File: config.mk
export PLATFORM = sky130hd
export DESIGN_NAME = sync_word_fixed_length_deframer_unit
export DESIGN_NICKNAME = d
export VERILOG_FILES = /design/src/hw/rtl/swfld_pkg.sv /design/src/hw/rtl/sync_word_fixed_length_deframer_unit.sv
export SDC_FILE = /design/constraint.sdc
export NUM_CORES = 1
export LEC_CHECK = 0
export ABC_CLOCK_PERIOD_IN_PS = 2800
export BUFFER_PORTS_ARGS = -buffer_cell sky130_fd_sc_hd__buf_4
export CORE_MARGIN = 2
export CORE_UTILIZATION = 50
export DETAILED_ROUTE_END_ITERATION = 8
export PLACE_DENSITY_LB_ADDON = 0.12
export SYNTH_ARGS = -nofsm -noshare
export SYNTH_HDL_FRONTEND = slang
export SYNTH_SLANG_ARGS = --single-unit
File: constraint.sdc
create_clock -name clock -period 2.8 [get_ports clock]
set_clock_uncertainty 0.1 [all_clocks]
set_input_delay 0.7 -clock clock [delete_from_list [all_inputs] [get_ports clock]]
set_output_delay 0.7 -clock clock [all_outputs]
set_load 0.02 [all_outputs]
File: src/hw/rtl/swfld_pkg.sv
package swfld_pkg;

   // Bytes in one start or end signature.
   localparam int unsigned WordBytes = 4;

   // Widths of the fields and registers.
   localparam int unsigned ByteWidth   = 8;
   localparam int unsigned WordWidth   = WordBytes * ByteWidth;
   localparam int unsigned LengthWidth = 16;
   localparam int unsigned CountWidth  = $clog2(WordBytes);
   localparam int unsigned CsrAddrWidth = 2;

   // Configuration register indexes.
   localparam logic [CsrAddrWidth-1:0] CSR_START_WORD     = 2'd0;
   localparam logic [CsrAddrWidth-1:0] CSR_END_WORD       = 2'd1;
   localparam logic [CsrAddrWidth-1:0] CSR_PAYLOAD_LENGTH = 2'd2;

   // Result kinds.
   localparam logic KIND_PAYLOAD   = 1'b0;
   localparam logic KIND_FRAME_END = 1'b1;

   // One result item.
   typedef struct packed {
      logic                 frame_ok;
      logic                 kind;
      logic [ByteWidth-1:0] out_byte;
   } result_type;

endpackage

File: src/hw/rtl/sync_word_fixed_length_deframer_unit.sv
// Channel | Ports          | Contents
// --------+----------------+--------------------------------------------------
// input   | req_t*         | tdata[7:0] data_byte
// result  | rsp_t*         | tdata[7:0] out_byte; tuser[0] kind, tuser[1] frame_ok
// config  | csr_*          | csr_addr 0 start_word, 1 end_word, 2 payload_length
//
// Each byte is handled in the cycle in which it is transferred: the next mode,
// word gathering state and any result are all worked out combinationally and
// registered at that edge, so one byte is taken every cycle while the input is
// not held off, and any result is written to the result register at that edge.
// The input is held off only while the result register is full and the result
// side is stalling; a byte that gives no result is held off then as well.
// Reset is synchronous and returns the block to hunting with an empty word and
// the registers at start_word 0, end_word 0 and payload_length 1.
module sync_word_fixed_length_deframer_unit (
   input  logic        clock,
   input  logic        reset,
   // Input stream.
   input  logic        req_tvalid,
   output logic        req_tready,
   input  logic [7:0]  req_tdata,   // [7:0] data_byte
   // Result stream.
   output logic        rsp_tvalid,
   input  logic        rsp_tready,
   output logic [7:0]  rsp_tdata,   // [7:0] out_byte
   output logic [1:0]  rsp_tuser,   // [0] kind, [1] frame_ok
   // Configuration writes.
   input  logic        csr_we,
   input  logic [1:0]  csr_addr,
   input  logic [31:0] csr_wdata
);

   typedef enum logic [1:0] {
      MODE_HUNT    = 2'd0,
      MODE_PAYLOAD = 2'd1,
      MODE_END     = 2'd2
   } mode_type;

   localparam int unsigned PartialWidth = swfld_pkg::WordWidth - swfld_pkg::ByteWidth;

   // Configuration registers.
   logic [swfld_pkg::WordWidth-1:0]   start_word_ff;
   logic [swfld_pkg::WordWidth-1:0]   end_word_ff;
   logic [swfld_pkg::LengthWidth-1:0] payload_length_ff;

   // Deframing state.
   mode_type                           mode_ff, mode_in;
   logic [PartialWidth-1:0]            partial_ff, partial_in;
   logic [swfld_pkg::CountWidth-1:0]   bytes_ff, bytes_in;
   logic [swfld_pkg::LengthWidth-1:0]  count_ff, count_in;

   // Result register.
   logic                   rsp_valid_ff;
   swfld_pkg::result_type  result_ff, result_in;
   logic                   result_load;

   logic                            req_fire;
   logic [swfld_pkg::ByteWidth-1:0] data_byte;
   logic                            word_done;
   logic [swfld_pkg::WordWidth-1:0] word;
   logic [PartialWidth-1:0]         partial_add;
   logic [swfld_pkg::LengthWidth-1:0] count_next;

   // A byte may enter whenever the result register is empty or being emptied.
   assign req_tready = !rsp_valid_ff || rsp_tready;
   assign req_fire   = req_tvalid && req_tready;
   assign data_byte  = req_tdata;

   assign rsp_tvalid = rsp_valid_ff;
   assign rsp_tdata  = result_ff.out_byte;
   assign rsp_tuser  = {result_ff.frame_ok, result_ff.kind};

   // Word gathering: the fourth byte completes the word, little-endian.
   assign word_done  = (bytes_ff == swfld_pkg::CountWidth'(swfld_pkg::WordBytes - 1));
   assign word       = {data_byte, partial_ff};
   assign partial_add = PartialWidth'(data_byte) << (swfld_pkg::ByteWidth * bytes_ff);
   assign count_next = count_ff + 1'b1;

   always_comb begin
      mode_in     = mode_ff;
      partial_in  = partial_ff;
      bytes_in    = bytes_ff;
      count_in    = count_ff;
      result_load = 1'b0;
      result_in   = '0;
      case (mode_ff)
         MODE_PAYLOAD: begin
            // Every payload byte passes straight through.
            count_in           = count_next;
            result_load        = 1'b1;
            result_in.out_byte = data_byte;
            result_in.kind     = swfld_pkg::KIND_PAYLOAD;
            if (count_next == payload_length_ff) begin
               mode_in    = MODE_END;
               partial_in = '0;
               bytes_in   = '0;
            end
         end
         MODE_END: begin
            if (word_done) begin
               partial_in         = '0;
               bytes_in           = '0;
               mode_in            = MODE_HUNT;
               count_in           = '0;
               result_load        = 1'b1;
               result_in.kind     = swfld_pkg::KIND_FRAME_END;
               result_in.frame_ok = (word == end_word_ff);
            end else begin
               partial_in = partial_ff | partial_add;
               bytes_in   = bytes_ff + 1'b1;
            end
         end
         default: begin
            // Hunting, and the unused mode code, which behaves the same.
            mode_in = MODE_HUNT;
            if (word_done) begin
               partial_in = '0;
               bytes_in   = '0;
               if (word == start_word_ff) begin
                  mode_in  = MODE_PAYLOAD;
                  count_in = '0;
               end
            end else begin
               partial_in = partial_ff | partial_add;
               bytes_in   = bytes_ff + 1'b1;
            end
         end
      endcase
   end

   always_ff @(posedge clock) begin
      if (reset) begin
         start_word_ff     <= '0;
         end_word_ff       <= '0;
         payload_length_ff <= swfld_pkg::LengthWidth'(1);
         mode_ff           <= MODE_HUNT;
         partial_ff        <= '0;
         bytes_ff          <= '0;
         count_ff          <= '0;
         rsp_valid_ff      <= 1'b0;
      end else begin
         // Writes to an index beyond the register list are ignored.
         if (csr_we) begin
            case (csr_addr)
               swfld_pkg::CSR_START_WORD:     start_word_ff <= csr_wdata;
               swfld_pkg::CSR_END_WORD:       end_word_ff   <= csr_wdata;
               swfld_pkg::CSR_PAYLOAD_LENGTH:
                  payload_length_ff <= csr_wdata[swfld_pkg::LengthWidth-1:0];
               default: ;
            endcase
         end
         if (req_fire) begin
            mode_ff    <= mode_in;
            partial_ff <= partial_in;
            bytes_ff   <= bytes_in;
            count_ff   <= count_in;
         end
         if (req_fire && result_load) begin
            rsp_valid_ff <= 1'b1;
         end else if (rsp_tready) begin
            rsp_valid_ff <= 1'b0;
         end
      end
   end

   // The result payload needs no reset.
   always_ff @(posedge clock) begin
      if (req_fire && result_load) begin
         result_ff <= result_in;
      end
   end

   // A byte taken while hunting never produces a result.
   assert property (@(posedge clock) disable iff (reset)
      (req_fire && mode_ff != MODE_PAYLOAD && mode_ff != MODE_END) |-> !result_load)
      else $error("result produced while hunting");

   // A frame end is only reported on the byte that completes the end word.
   assert property (@(posedge clock) disable iff (reset)
      (req_fire && result_load && result_in.kind == swfld_pkg::KIND_FRAME_END)
      |-> (mode_ff == MODE_END && word_done))
      else $error("frame end without a complete end word");

   // An empty word buffer holds no stale bytes.
   assert property (@(posedge clock) disable iff (reset)
      (bytes_ff == '0) |-> (partial_ff == '0))
      else $error("stale bytes in empty word buffer");

   // The payload counter is idle outside a frame.
   assert property (@(posedge clock) disable iff (reset)
      (mode_ff == MODE_HUNT) |-> (count_ff == '0))
      else $error("payload count not cleared while hunting");

   // A result that was not taken is still offered in the next cycle.
   assert property (@(posedge clock) disable iff (reset)
      (rsp_valid_ff && !rsp_tready) |=> (rsp_valid_ff && $stable(result_ff)))
      else $error("stalled result lost");

endmodule
==> insert_results.sql <==
INSERT INTO impl_metrics (metric_group, metric, value, unit) VALUES
('status', 'status', 'complete, no violations', ''),
('timing', 'rsz0062_at_grt', 'no', ''),
('logic_synthesis', 'postSynthAreaPerCell', '8.16', 'um2'),
('logic_synthesis', 'yosys_warnings', '0', ''),
('cts', 'cts_sinks', '135', ''),
('layout', 'final_design_area_no_fill', '7580', 'um2'),
('timing', 'final-hold-violation-count', '0', ''),
('worst_setup_path', 'cp.required', '3050', 'ps'),
('logic_synthesis', 'synth_top_cells_by_count', 'sky130_fd_sc_hd__nand2_1 (169), sky130_fd_sc_hd__dfxtp_1 (125), sky130_fd_sc_hd__a21oi_1 (100)', ''),
('worst_setup_path', 'timing.reg2reg.worst_path_depth', '8', ''),
('worst_setup_path', 'worst-endpoint-arrival', '2950', 'ps'),
('power', 'maximum_vdd_drop', '0.452', 'mV'),
('floorplanning', 'num_io_pins', '59', ''),
('logic_synthesis', 'edff_count_synth', '10', ''),
('floorplanning', 'die_height', '116', 'um'),
('cts', 'cts-buffers-inserted', '17', ''),
('worst_setup_path', 'critPathKind', 'reg -> reg', ''),
('layout', 'fillCellCount', '1148', ''),
('global_routing', 'global_route_wire_length_before_repair', '27700', 'um'),
('timing', 'timing.fmax', '370', 'MHz'),
('detailed_routing', 'postRouteWirelength', '17500', 'um'),
('logic_synthesis', 'post_synth_arst_share', '0', ''),
('cts', 'worst_skew_pair.late_latency', '420', 'ps'),
('layout', 'num_antenna_cells', '0', ''),
('global_routing', 'grt_antenna_before_repair', '0', ''),
('floorplanning', 'die-area', '13600', 'um2'),
('timing', 'post-route-min-period', '2700', 'ps'),
('power', 'p_leak', '3.11', 'nW'),
('layout', 'layout-drive-gt1-share', '0.164', ''),
('worst_setup_path', 'setup.worst_path.end_class', 'flip-flop', ''),
('logic_synthesis', 'synth_area_leader_cell', 'sky130_fd_sc_hd__dfxtp_1', ''),
('cts', 'cts.reportedPaths.clkPinSlew', '60', 'ps'),
('logic_synthesis', 'synth_area', '6320', 'um2'),
('detailed_routing', 'vias_per_cell', '5.55', ''),
('global_routing', 'grt_max_degree', '46', ''),
('hold_path', 'min-delay-path-class', 'reg -> reg', ''),
('global_routing', 'grt.total_usage', '0.270', ''),
('cts', 'cts-root-to-sink-buffers', '2', ''),
('worst_setup_path', 'cp-start-kind', 'flip-flop', ''),
('floorplanning', 'floorplan.core_area', '12500', 'um2'),
('timing', 'slew_viol_final', '0', ''),
('cts', 'cts_htree_levels', '4', ''),
('logic_synthesis', 'predominant_post_synthesis_flop_cell', 'sky130_fd_sc_hd__dfxtp_1', ''),
('detailed_routing', 'vias_post_dr', '5631', ''),
('layout', 'seqCellArea', '2810', 'um2'),
('logic_synthesis', 'synth_seq_area_share', '0.443', ''),
('cts', 'cts-root-buf', 'sky130_fd_sc_hd__clkbuf_16', ''),
('worst_setup_path', 'critical_path_peak_fanout', '7', ''),
('floorplanning', 'num_rows', '41', ''),
('cts', 'cts_tree', 'done', ''),
('global_routing', 'grt-ovfl-total', '0', ''),
('worst_setup_path', 'reg2reg_from', 'count_ff[0]', ''),
('worst_setup_path', 'crit_path_start', 'count_ff[0]', ''),
('timing', 'max_slew_margin', '0.442', ''),
('logic_synthesis', 'yosys.cell_count.top_type', 'sky130_fd_sc_hd__nand2_1', ''),
('layout', 'num-nets-final', '880', ''),
('floorplanning', 'floorplan.initialDensity', '0.507', ''),
('worst_setup_path', 'regToRegSetupSlack', '100', 'ps'),
('timing', 'timing.final.setup_violations', '0', ''),
('layout', 'area_growth_syn_to_layout', '20.0', '%'),
('hold_path', 'worstHoldPathCells', '2', ''),
('detailed_routing', 'wire_per_inst', '17.2', 'um'),
('placed_design', 'placed_area', '7000', 'um2'),
('worst_setup_path', 'timing.rr.end', 'mode_ff[0]', ''),
('timing', 'min_period_over_period', '0.964', ''),
('logic_synthesis', 'synth.lib_cells_used.distinct', '53', ''),
('logic_synthesis', 'synthCells', '775', ''),
('detailed_routing', 'detail_route.drc_violations', '0', ''),
('detailed_routing', 'first_pass_iters', '7', ''),
('timing', 'worst_pin_slew', '837', 'ps'),
('placed_design', 'hpwlAfterDp', '12200', 'um');
## cell type report
type                            instances  area share
Sequential cell                       135       0.371
Multi-Input combinational cell        581       0.439
Clock inverter                         14      0.0134
Clock buffer                           18      0.0579
Inverter                                8     0.00396
Timing Repair Buffer                   86      0.0868
Tap cell                              172      0.0284
## flip-flops by register name, indices dropped and copies added (netlist names)
signal and count:
partial_ff 24, rsp_tvalid 1, mode_ff 2, bytes_ff 2, end_word_ff 32, count_ff 16
rsp_tdata 8, start_word_ff 32, rsp_tuser 2, payload_length_ff 16
## worst max-delay path, stage by stage (launching register included)
cell,delay [ps]
sky130_fd_sc_hd__dfxtp_4,370
sky130_fd_sc_hd__ha_4,190
sky130_fd_sc_hd__and3_1,190
sky130_fd_sc_hd__and3_1,220
sky130_fd_sc_hd__xnor2_1,140
sky130_fd_sc_hd__or4_4,550
sky130_fd_sc_hd__o31a_1,270
sky130_fd_sc_hd__or4_1,460
sky130_fd_sc_hd__a21oi_1,140
## through the flow
step | cells | hold WS (ps) | util | setup slack, ps
finish | 1014 | 367 | 0.608 | 99.8
CTS | 1013 | 368 | 0.605 | 11.8
global placement | 981 | 353 | 0.562 | 25.5
detailed placement | 981 | 360 | 0.562 | -25.0
floorplan | 775 | 348 | - | 7.19
global route | 1014 | 381 | 0.608 | 10.5
## per-layer routing
metal	vias up	wire [um]	GRT usage
met3	10	1320	0.0773
met2	188	7930	0.415
met1	2673	8080	0.378
met4	0	120	0.0619
met5	-	0	0
li1	2760	-	-
## how the worst max path moves through the flow
| stage | endpoint | slack, ps | cells past startpoint |
|---|---|---|---|
| finish | mode_ff[0] | 100 | 8 |
| global route | mode_ff[0] | 10 | 8 |
| CTS | mode_ff[0] | 10 | 7 |
| detailed placement | count_ff[3] | -30 | 8 |
| global placement | count_ff[3] | 30 | 8 |
| floorplan | mode_ff[0] | 7 | 9 |
## what timing repair did
action / CTS / global route
hold buffers: 0 / 0
resized for setup: 0 / 14
setup endpoints to repair: 0 / 27
buffers inserted: 0 / 1
## power by group
part	total [W]	internal [W]	switching, W
clock network	0.00202	0.00115	0.000868
logic	0.000392	0.000165	0.000228
registers	0.00205	0.00200	0.0000492
total	0.00446	0.00332	0.00115
## logic make-up (layout without fill, tap and decap cells)
logic type / count (synthesis) / count (layout) / synth area share
simple gates: 329 / 329 / 0.243
fa+ha+maj: 4 / 4 / 0.00792
xor+xnor: 82 / 82 / 0.114
buf+inv: 59 / 126 / 0.0378
compound gates: 166 / 166 / 0.154
flops: 135 / 135 / 0.443
## cells in the final DEF (no fill, tap or decap), drive strengths merged, types with 15 or more instances in the layout
master / count
nand2: 169
o21ai: 15
nor2: 41
a21oi: 100
clkbuf: 18
xnor2: 16
buf: 86
xor2: 66
nand3: 32
nor4: 17
o21a: 24
dfxtp: 125
(Power assumes the default switching activity.)
